**config.mk**
```make
export PLATFORM = sky130hd
export DESIGN_NAME = sca_front_flat
export DESIGN_NICKNAME = d
export VERILOG_FILES = /design/src/sv/sca_pkg.sv /design/src/sv/sca_req_if.sv /design/src/sv/sca_front.sv /design/src/flat_wrapper.sv
export SDC_FILE = /design/constraint.sdc
export NUM_CORES = 1
export LEC_CHECK = 0
export BUFFER_PORTS_ARGS = -buffer_cell sky130_fd_sc_hd__buf_2
export CAP_MARGIN = 20
export CORE_ASPECT_RATIO = 1.1
export CORE_MARGIN = 5
export CORE_UTILIZATION = 34
export CTS_CLUSTER_SIZE = 24
export DETAILED_ROUTE_END_ITERATION = 8
export GPL_ROUTABILITY_DRIVEN = 0
export RECOVER_POWER = 25
export SYNTH_ARGS = -nofsm -noshare
export SYNTH_HDL_FRONTEND = slang
export SYNTH_SLANG_ARGS = --single-unit
```
**constraint.sdc**
```tcl
create_clock -name clk_i -period 7.7 [get_ports clk_i]
set_input_delay 0.77 -clock clk_i [delete_from_list [all_inputs] [get_ports clk_i]]
set_output_delay 0.77 -clock clk_i [all_outputs]
set_load 0.02 [all_outputs]
```
**src/sv/sca_pkg.sv**
```systemverilog
package sca_pkg;

  // Sizing of the heap and of the per-item fields.
  localparam int unsigned HEAP_PAGES_DEF = 64;
  localparam int unsigned CLASS_COUNT    = 7;
  localparam int unsigned PAGE_SHIFT     = 12;
  localparam int unsigned SLOT_SHIFT     = 4;
  localparam int unsigned SLOTS_PER_PAGE = 256;
  localparam int unsigned QUEUE_DEPTH    = 2;

  localparam int unsigned ADDR_W   = 32;
  localparam int unsigned SIZE_W   = 9;
  localparam int unsigned PAGE_W   = 20;
  localparam int unsigned CLASS_W  = 3;
  localparam int unsigned STATUS_W = 2;
  localparam int unsigned LEFT_W   = 9;
  localparam int unsigned AVAIL_W  = 7;

  localparam logic [PAGE_W-1:0]  HEAP_TOP_RESET    = 20'd525308;
  localparam logic [AVAIL_W-1:0] PAGES_AVAIL_RESET = 7'd64;

  typedef enum logic {
    KIND_ALLOC = 1'b0,
    KIND_FREE  = 1'b1
  } kind_e;

  typedef enum logic [STATUS_W-1:0] {
    STATUS_OK        = 2'd0,
    STATUS_BAD_SIZE  = 2'd1,
    STATUS_NO_MEMORY = 2'd2
  } status_e;

  typedef enum logic {
    REG_HEAP_TOP    = 1'b0,
    REG_PAGES_AVAIL = 1'b1
  } reg_e;

  typedef struct packed {
    logic [PAGE_W-1:0]  heap_top_page;
    logic [AVAIL_W-1:0] pages_available;
  } cfg_t;

  // Classified request as it waits between the front and the back end.
  typedef struct packed {
    logic               is_free;
    logic               bad_size;
    logic [CLASS_W-1:0] size_class;
    logic               in_heap;
  } item_t;

  function automatic logic [CLASS_W-1:0] class_of(input logic [7:0] size);
    logic [CLASS_W-1:0] c;
    if (size <= 8'd16) c = 3'd0;
    else if (size <= 8'd32) c = 3'd1;
    else if (size <= 8'd64) c = 3'd2;
    else if (size <= 8'd96) c = 3'd3;
    else if (size <= 8'd128) c = 3'd4;
    else if (size <= 8'd192) c = 3'd5;
    else c = 3'd6;
    return c;
  endfunction

  function automatic logic [LEFT_W-1:0] class_bytes(input logic [CLASS_W-1:0] c);
    logic [LEFT_W-1:0] b;
    unique case (c)
      3'd0:    b = 9'd16;
      3'd1:    b = 9'd32;
      3'd2:    b = 9'd64;
      3'd3:    b = 9'd96;
      3'd4:    b = 9'd128;
      3'd5:    b = 9'd192;
      default: b = 9'd256;
    endcase
    return b;
  endfunction

  // Blocks that one 4 KiB page holds for each class.
  function automatic logic [LEFT_W-1:0] blocks_per_page(input logic [CLASS_W-1:0] c);
    logic [LEFT_W-1:0] n;
    unique case (c)
      3'd0:    n = 9'd256;
      3'd1:    n = 9'd128;
      3'd2:    n = 9'd64;
      3'd3:    n = 9'd42;
      3'd4:    n = 9'd32;
      3'd5:    n = 9'd21;
      default: n = 9'd16;
    endcase
    return n;
  endfunction

endpackage

```
**src/sv/sca_req_if.sv**
```systemverilog
interface sca_req_if;
  logic        valid;
  logic        ready;
  logic        kind;
  logic [8:0]  request_size;
  logic [31:0] block_address;

  modport source (output valid, kind, request_size, block_address, input ready);
  modport sink (input valid, kind, request_size, block_address, output ready);
endinterface

```
**src/sv/sca_front.sv**
```systemverilog
module sca_front #(
  parameter int unsigned HEAP_PAGES = sca_pkg::HEAP_PAGES_DEF,
  localparam int unsigned SLOT_W = $clog2(HEAP_PAGES * sca_pkg::SLOTS_PER_PAGE)
) (
  input  logic                          clk_i,
  input  logic                          rst_ni,
  input  logic [sca_pkg::PAGE_W-1:0]    cfg_base_page_i,
  sca_req_if.sink                       req,
  output logic                          q_valid_o,
  output sca_pkg::item_t                q_item_o,
  output logic [SLOT_W-1:0]             q_slot_o,
  input  logic                          q_pop_i
);

  localparam int unsigned PTR_W = $clog2(sca_pkg::QUEUE_DEPTH);
  localparam int unsigned CNT_W = $clog2(sca_pkg::QUEUE_DEPTH + 1);

  logic [CNT_W-1:0] count_q, count_d;
  logic [PTR_W-1:0] wr_ptr_q, rd_ptr_q;
  logic             seen_q;
  logic [sca_pkg::PAGE_W-1:0] base_q;

  sca_pkg::item_t    item_q [sca_pkg::QUEUE_DEPTH];
  logic [SLOT_W-1:0] slot_q [sca_pkg::QUEUE_DEPTH];

  logic                        push;
  logic [sca_pkg::PAGE_W-1:0]  base;
  logic [sca_pkg::ADDR_W-1:0]  offset;
  sca_pkg::item_t              item_new;

  assign req.ready = (count_q != CNT_W'(sca_pkg::QUEUE_DEPTH));
  assign push      = req.valid && req.ready;

  // The heap base is latched with the first transfer; that transfer uses it directly.
  assign base   = seen_q ? base_q : cfg_base_page_i;
  assign offset = req.block_address - {base, {sca_pkg::PAGE_SHIFT{1'b0}}};

  always_comb begin
    item_new.is_free    = (req.kind == sca_pkg::KIND_FREE);
    item_new.bad_size   = req.request_size[8];
    item_new.size_class = req.request_size[8] ? '0 : sca_pkg::class_of(req.request_size[7:0]);
    item_new.in_heap    = (offset[sca_pkg::ADDR_W-1:sca_pkg::PAGE_SHIFT]
                           < sca_pkg::PAGE_W'(HEAP_PAGES));
  end

  always_comb begin
    case ({push, q_pop_i})
      2'b10:   count_d = count_q + 1'b1;
      2'b01:   count_d = count_q - 1'b1;
      default: count_d = count_q;
    endcase
  end

  always_ff @(posedge clk_i or negedge rst_ni) begin
    if (!rst_ni) begin
      count_q  <= '0;
      wr_ptr_q <= '0;
      rd_ptr_q <= '0;
      seen_q   <= 1'b0;
    end else begin
      count_q <= count_d;
      if (push) begin
        wr_ptr_q <= wr_ptr_q + 1'b1;
        seen_q   <= 1'b1;
      end
      if (q_pop_i) begin
        rd_ptr_q <= rd_ptr_q + 1'b1;
      end
    end
  end

  always_ff @(posedge clk_i) begin
    if (push) begin
      item_q[wr_ptr_q] <= item_new;
      slot_q[wr_ptr_q] <= offset[SLOT_W+sca_pkg::SLOT_SHIFT-1:sca_pkg::SLOT_SHIFT];
      if (!seen_q) begin
        base_q <= cfg_base_page_i;
      end
    end
  end

  assign q_valid_o = (count_q != '0);
  assign q_item_o  = item_q[rd_ptr_q];
  assign q_slot_o  = slot_q[rd_ptr_q];

endmodule

```
**src/flat_wrapper.sv**
```systemverilog
// flat-port wrapper written by rule: the top's interface ports become plain ports
module sca_front_flat 
#(
  parameter int unsigned HEAP_PAGES = sca_pkg::HEAP_PAGES_DEF,
  localparam int unsigned SLOT_W = $clog2(HEAP_PAGES * sca_pkg::SLOTS_PER_PAGE)
)
  (clk_i, rst_ni, cfg_base_page_i, q_valid_o, q_item_o, q_slot_o, q_pop_i, req_valid, req_kind, req_request_size, req_block_address, req_ready);
  sca_req_if req_i ();
  input  logic clk_i;
  input  logic rst_ni;
  input  logic [sca_pkg::PAGE_W-1:0] cfg_base_page_i;
  output logic q_valid_o;
  output sca_pkg::item_t q_item_o;
  output logic [SLOT_W-1:0] q_slot_o;
  input  logic q_pop_i;
  input wire logic [$bits(req_i.valid)-1:0] req_valid;
  input wire logic [$bits(req_i.kind)-1:0] req_kind;
  input wire logic [$bits(req_i.request_size)-1:0] req_request_size;
  input wire logic [$bits(req_i.block_address)-1:0] req_block_address;
  output wire logic [$bits(req_i.ready)-1:0] req_ready;
  assign req_i.valid = req_valid;
  assign req_i.kind = req_kind;
  assign req_i.request_size = req_request_size;
  assign req_i.block_address = req_block_address;
  assign req_ready = req_i.ready;
  sca_front #(.HEAP_PAGES(HEAP_PAGES)) u_core (.clk_i(clk_i), .rst_ni(rst_ni), .cfg_base_page_i(cfg_base_page_i), .req(req_i), .q_valid_o(q_valid_o), .q_item_o(q_item_o), .q_slot_o(q_slot_o), .q_pop_i(q_pop_i));
endmodule
```
* Word level (Yosys, flattened, before mapping)
Memories as Yosys holds them, arrays and structs flattened.
Cells that the tools add are included.
** Operators by class
- Add/subtract/negate cells :: 5
- Muxes and demuxes :: 11
- Reduce and logical (&&, ||, !) cells :: 3
- Magnitude comparators :: 7
- Equality and inequality tests :: 3
** Operators with widths (number)
- 32-bit subtractor :: 1
- 20-bit by 7-bit less-than comparator with 1-bit output (second input constant) :: 1
- 20-bit 2-to-1 mux :: 1
- 3-bit 2-to-1 mux :: 6
- 8-bit by 7-bit less-or-equal comparator with 1-bit output (second input constant) :: 2
- 8-bit less-or-equal comparator (second input constant) :: 2
- 8-bit by 5-bit less-or-equal comparator with 1-bit output (second input constant) :: 1
- 8-bit by 6-bit less-or-equal comparator with 1-bit output (second input constant) :: 1
- 2-bit one-hot mux with 2 select lines :: 1
- 2-bit nonzero test :: 2
- 1-bit adder (second input constant) :: 2
- 2-bit by 1-bit adder with 2-bit output (second input constant) :: 1
- 2-bit by 1-bit == test with 1-bit output (second input constant) :: 1
- 2-bit == test (second input constant) :: 1
- 1-bit 2-to-1 mux :: 2
- 2-bit 2-to-1 mux :: 1
- 2-bit != test (second input constant) :: 1
- 2-bit by 1-bit subtractor with 2-bit output (second input constant) :: 1
- 1-bit logical AND :: 1
** Word-level totals
- Memory bits (writable) :: 40
- Register bits after elaboration :: 25
- Memories :: 2
- Logic and storage cells :: 36
** Memories
- u_core.slot_q :: words 2, bits a word 14, read ports 1, clocked after Yosys merged registers in 0, wr ports 1, RTL line sca_front.sv:24 : logic [SLOT_W-1:0] slot_q [sca_pkg::QUEUE_DEPTH];
- u_core.item_q :: words 2, bits a word 6, read ports 1, clocked after Yosys merged registers in 0, wr ports 1, RTL line sca_front.sv:23 : sca_pkg::item_t item_q [sca_pkg::QUEUE_DEPTH];

* Depth between registers and ports, before layout
- Word-level depth :: 8
- Depth in mapped cells :: 13

* Worst setup path before layout
OpenSTA, ideal clock, no wires.
- Path type :: register to register
- Start point :: register u_core.seen_q
- End point :: memory u_core.item_q[0][0] in the netlist's numbering, data pin
- Stages on the path, launching flop included :: 14
- Data required time :: 7.519 ns
- Library setup time :: 0.181 ns
- Arrival :: 3.379 ns
- Setup slack :: 4.140 ns
- Path buffers :: 1
- Clock period less this slack :: 3.560 ns
- Cell sequence :: dfrtp_1 -> buf_1 -> mux2_2 -> ha_1 -> inv_1 -> fa_1 -> a21o_1 -> a221oi_4 -> a21oi_1 -> a21o_1 -> nor4_1 -> nand4_1 -> or4_1 -> nor4b_2
** RTL lines
- from (decl) :: RTL line sca_front.sv:20 : logic seen_q;
- from (signal assigned) :: RTL line sca_front.sv:59 : seen_q <= 1'b0;
- from (signal assigned) :: RTL line sca_front.sv:64 : seen_q <= 1'b1;
- to (decl) :: RTL line sca_front.sv:23

==> impl_summary.log <==
INFO  metric outcome = finished with violations
INFO  metric failed_checks = max-capacitance violations, max-slew violations
INFO  metric grt_setup_unrepaired = false
INFO  metric cpMaxStageDelayCell = sky130_fd_sc_hd__clkbuf_1
INFO  metric starting_density = 0.349
INFO  metric critPathMaxStageDelay = 1.10 ns
INFO  metric post_layout_worst_setup_margin = 2.95 ns
INFO  metric preCtsSetupSlack = 3.62 ns
INFO  metric synth.yosys.seq_area_share = 0.529
INFO  metric combinationalPowerShare = 0.378
INFO  metric netlist_area = 3640 µm²
INFO  metric fin_crit_sh = 0.616
INFO  metric yosys-top-cells-area = sky130_fd_sc_hd__edfxtp_1 49%, sky130_fd_sc_hd__ha_1 7.2%, sky130_fd_sc_hd__mux2_2 7.1%
INFO  metric share_of_final_layout_standard_cells_stronger_than_drive_strength_1 = 0.310
INFO  metric critical_path_class = reg -> reg
INFO  metric critical_path.most_common_cell = sky130_fd_sc_hd__a21o_1
INFO  metric finalHoldViolCount = 0
INFO  metric dr.pass1.iters = 4
INFO  metric cellPowerDensity = 342 nW/µm²
INFO  metric clockRootBuffer = sky130_fd_sc_hd__clkbuf_16
INFO  metric grt_pass1_wl = 12,400 µm
INFO  metric synth-warning-count = 0
INFO  metric clockPowerShare = 0.261
INFO  metric setup_viol_count_final = 0
INFO  metric detail-route-antenna-nets = 0
INFO  metric timing_max_transition_violations_final = 22
INFO  metric finalWorstPathRequiredPeriod = 4.75 ns
INFO  metric grtUsageTotal = 0.124
INFO  metric fp-row-count = 39
INFO  metric fin_total_pwr = 1.55 mW
INFO  metric drc_violations_left = 0
INFO  metric post_synth_inst_count = 298
INFO  metric most_frequent_standard_cell_in_the_layout_excluding_fill_and_tap_cells = sky130_fd_sc_hd__buf_2
INFO  metric die_h = 119 µm
INFO  metric floorplan.die_area = 12,900 µm²
INFO  metric vdd_ir_drop_max = 0.000106 V
INFO  metric clock_transition_at_the_registers_of_the_reported_paths = 0.06 ns
INFO  metric dp.cells = 520
INFO  metric finalSetupTns = 0 ns
INFO  metric dr_wl_cell = 14.4 µm
INFO  metric postSynthNetCount = 386
INFO  metric tritoncts_clock_tree = yes
INFO  metric core_area = 10,400 µm²
INFO  metric regToRegStartpoint = u_core.seen_q
INFO  metric synthDominantAreaCellType = sky130_fd_sc_hd__edfxtp_1
INFO  metric clk-insertion-delay-late = 0.33 ns
INFO  metric cellLeakagePower = 1.98 nW
INFO  metric p_sw_frac = 0.349
INFO  metric tightest_slew = 1.52 ns
INFO  metric internal_power = 1.01 mW
INFO  metric design.portCount = 88
INFO  metric first_global_vias = 2,633
INFO  metric detail_route.vias_per_cell = 4.82
INFO  metric timing.critical_path.cells = clkbuf_1 -> mux2_1 -> ha_1 -> inv_1 -> fa_1 -> a21o_1 -> a221oi_4 -> a21oi_1 -> a21o_1 -> nor4_1 -> nand4_1 -> or4_1 -> nor4b_2
INFO  metric insertedDiodeCount = 0
INFO  metric path_max_fanout = 21
INFO  metric switchingPower = 0.540 mW
INFO  metric timing.clock.skew = 0.00436 ns
INFO  metric timing.critical_path.from_type = register
INFO  metric instances_no_fill = 537
INFO  metric postSynthAreaPerCell = 12.2 µm²
INFO  metric family_with_the_most_delay_on_the_worst_path = simple AND/OR/NAND/NOR gates
INFO  metric most_frequent_cells_in_the_layout = 77 x sky130_fd_sc_hd__buf_2, 60 x sky130_fd_sc_hd__edfxtp_1, 30 x sky130_fd_sc_hd__inv_1, 22 x sky130_fd_sc_hd__mux2_2
INFO  metric slew-limit-headroom = -0.0104
INFO  metric syn_to_final_growth = 24.3%
INFO  metric die_width = 109 µm
INFO  metric grt_start_max_net_pins = 22
INFO  metric totalWireLength = 7740 µm
INFO  metric grt_overflow = 0
INFO  metric vias = 2,588
INFO  metric netlist.area_leader.share = 0.495
INFO  metric max_cap_violations = 1
INFO  metric cts_inserted_buffers = 9
INFO  metric post_cts.repair.setup_buffers = 0
INFO  metric detail_route.iter0.violations = 78
INFO  metric critical_path.endpoint_type = register
INFO  metric critPathRequiredTime = 7.84 ns
INFO  metric nNetsFinal = 477
INFO  metric crit_path_start = u_core.seen_q
INFO  metric cts_num_sinks = 65
INFO  metric worstPathArrival = 4.88 ns
INFO  metric cts.path.max_buffers = 2
INFO  metric seq_power_share = 0.361
INFO  metric hold_buffers = 0
INFO  metric synth-seq-cells = 65
INFO  metric yosysUniqueCellTypes = 45
INFO  metric max_clock_freq = 211 MHz
INFO  metric cts-htree-levels = 3
INFO  metric worstHoldPathType = in -> async
INFO  metric worst-path-buf-inv = 2
INFO  metric dp_hpwl = 5700 µm
INFO  metric postCtsResizedCells = 0
INFO  metric grt_antenna_before_repair = 0
INFO  metric portBuffers = 83
-- sequential cells by signal, summed over array words and instances, names as in the netlist --
| register | cells |
|---|---|
| u_core.rd_ptr_q | 1 |
| u_core.wr_ptr_q | 1 |
| u_core.item_q | 12 |
| u_core.base_q | 20 |
| u_core.count_q | 2 |
| u_core.seen_q | 1 |
| u_core.slot_q | 28 |
-- cells in the mapped netlist --
cell and instances:
sky130_fd_sc_hd__a21boi_0 1, sky130_fd_sc_hd__buf_1 3, sky130_fd_sc_hd__a2bb2oi_1 2, sky130_fd_sc_hd__edfxtp_1 60, sky130_fd_sc_hd__nor3_1 4, sky130_fd_sc_hd__a2111oi_0 3
sky130_fd_sc_hd__nand2_1 13, sky130_fd_sc_hd__nand2b_1 6, sky130_fd_sc_hd__fa_1 1, sky130_fd_sc_hd__a221oi_4 1, sky130_fd_sc_hd__a211oi_1 1, sky130_fd_sc_hd__nor4_1 1
sky130_fd_sc_hd__a221oi_1 1, sky130_fd_sc_hd__and3_1 3, sky130_fd_sc_hd__o31ai_1 1, sky130_fd_sc_hd__clkbuf_1 2, sky130_fd_sc_hd__nor2b_1 6, sky130_fd_sc_hd__nor2_1 16
sky130_fd_sc_hd__mux2i_1 21, sky130_fd_sc_hd__nor4b_2 1, sky130_fd_sc_hd__a21o_1 5, sky130_fd_sc_hd__ha_1 21, sky130_fd_sc_hd__inv_1 30, sky130_fd_sc_hd__o21ai_2 1
sky130_fd_sc_hd__dfrtp_1 5, sky130_fd_sc_hd__o221ai_2 1, sky130_fd_sc_hd__o22ai_1 2, sky130_fd_sc_hd__or4_1 3, sky130_fd_sc_hd__o311ai_0 1, sky130_fd_sc_hd__mux2_2 23
sky130_fd_sc_hd__a21oi_1 17, sky130_fd_sc_hd__xnor2_1 9, sky130_fd_sc_hd__nand3_1 3, sky130_fd_sc_hd__o32ai_1 1, sky130_fd_sc_hd__or2_2 1, sky130_fd_sc_hd__nor3b_1 1
sky130_fd_sc_hd__a311oi_1 1, sky130_fd_sc_hd__o21ai_0 11, sky130_fd_sc_hd__o21ai_1 1, sky130_fd_sc_hd__nand4_1 3, sky130_fd_sc_hd__o41ai_1 2, sky130_fd_sc_hd__a21oi_2 1
sky130_fd_sc_hd__a31oi_1 1, sky130_fd_sc_hd__o211ai_1 1, sky130_fd_sc_hd__xor2_1 6
-- cells by family after synthesis --
group	synth area share
buffers and inverters	0.0361
XOR/XNOR	0.0361
AND/OR/NAND/NOR	0.0862
flip-flops	0.529
multiplexers	0.129
adder cells (fa/ha/maj)	0.0776
AO/OA/AOI/OAI	0.106
-- power by group through the flow --
stage	Clock (mW)	Combinational (mW)	Sequential, mW
floorplan	0	0.447	0.538
global placement	0	0.576	0.565
detailed placement	0	0.585	0.569
CTS	0.417	0.588	0.563
global route	0.440	0.645	0.570
finish	0.405	0.586	0.559
-- worst reg2reg max path, delay by kind of cell, from the launching register on --
| kind | cells | cell delay (ns) |
|---|---|---|
| and+or+nand+nor | 4 | 1.33 |
| muxes | 1 | 0.31 |
| AOI/OAI and AO/OA | 4 | 0.84 |
| buffers and inverters | 2 | 1.16 |
| DFF | 1 | 0.33 |
| adders and majority gates | 2 | 0.59 |
-- final cells by class --
type / count / area (µm²)
Fill cell: 1017 / 5910
Sequential cell: 65 / 1930
Multi-Input combinational cell: 198 / 1590
Timing Repair Buffer: 85 / 427
Clock buffer: 10 / 229
Tap cell: 143 / 179
Inverter: 30 / 113
Clock inverter: 6 / 67.6
-- path summary, 6_finish.rpt --
| kind | endpoint | slack [ns] | depth (start not counted) |
|---|---|---|---|
| worst min-delay path | u_core.seen_q | 0.29 | 1 |
| worst min register to register | u_core.count_q[1] | 0.50 | 1 |
| worst max register to register | u_core.item_q[0][0] | 2.95 | 13 |
| worst max-delay path | u_core.item_q[0][0] | 2.95 | 13 |
| min in group clk_i | u_core.count_q[1] | 0.50 | 1 |
| max in group asynchronous | u_core.rd_ptr_q | 7.19 | 1 |
-- routing by layer --
layer,vias up,wire [µm],GRT usage
met5,-,0,0
met4,0,137,0.0450
met3,14,581,0.0458
met2,86,3730,0.208
met1,1195,3290,0.143
li1,1293,-,-
-- metrics by stage --
stage | utilization | hold slack [ns] | instance area, µm²
after global placement | 0.405 | 0.474 | 4230
after floorplan | - | 0.456 | 3640
after CTS | 0.433 | 0.241 | 4520
final | 0.434 | 0.287 | 4530
after detailed placement | 0.405 | 0.489 | 4230
after global routing | 0.434 | 0.306 | 4530
Note: power is estimated with default switching activity, not from simulation.
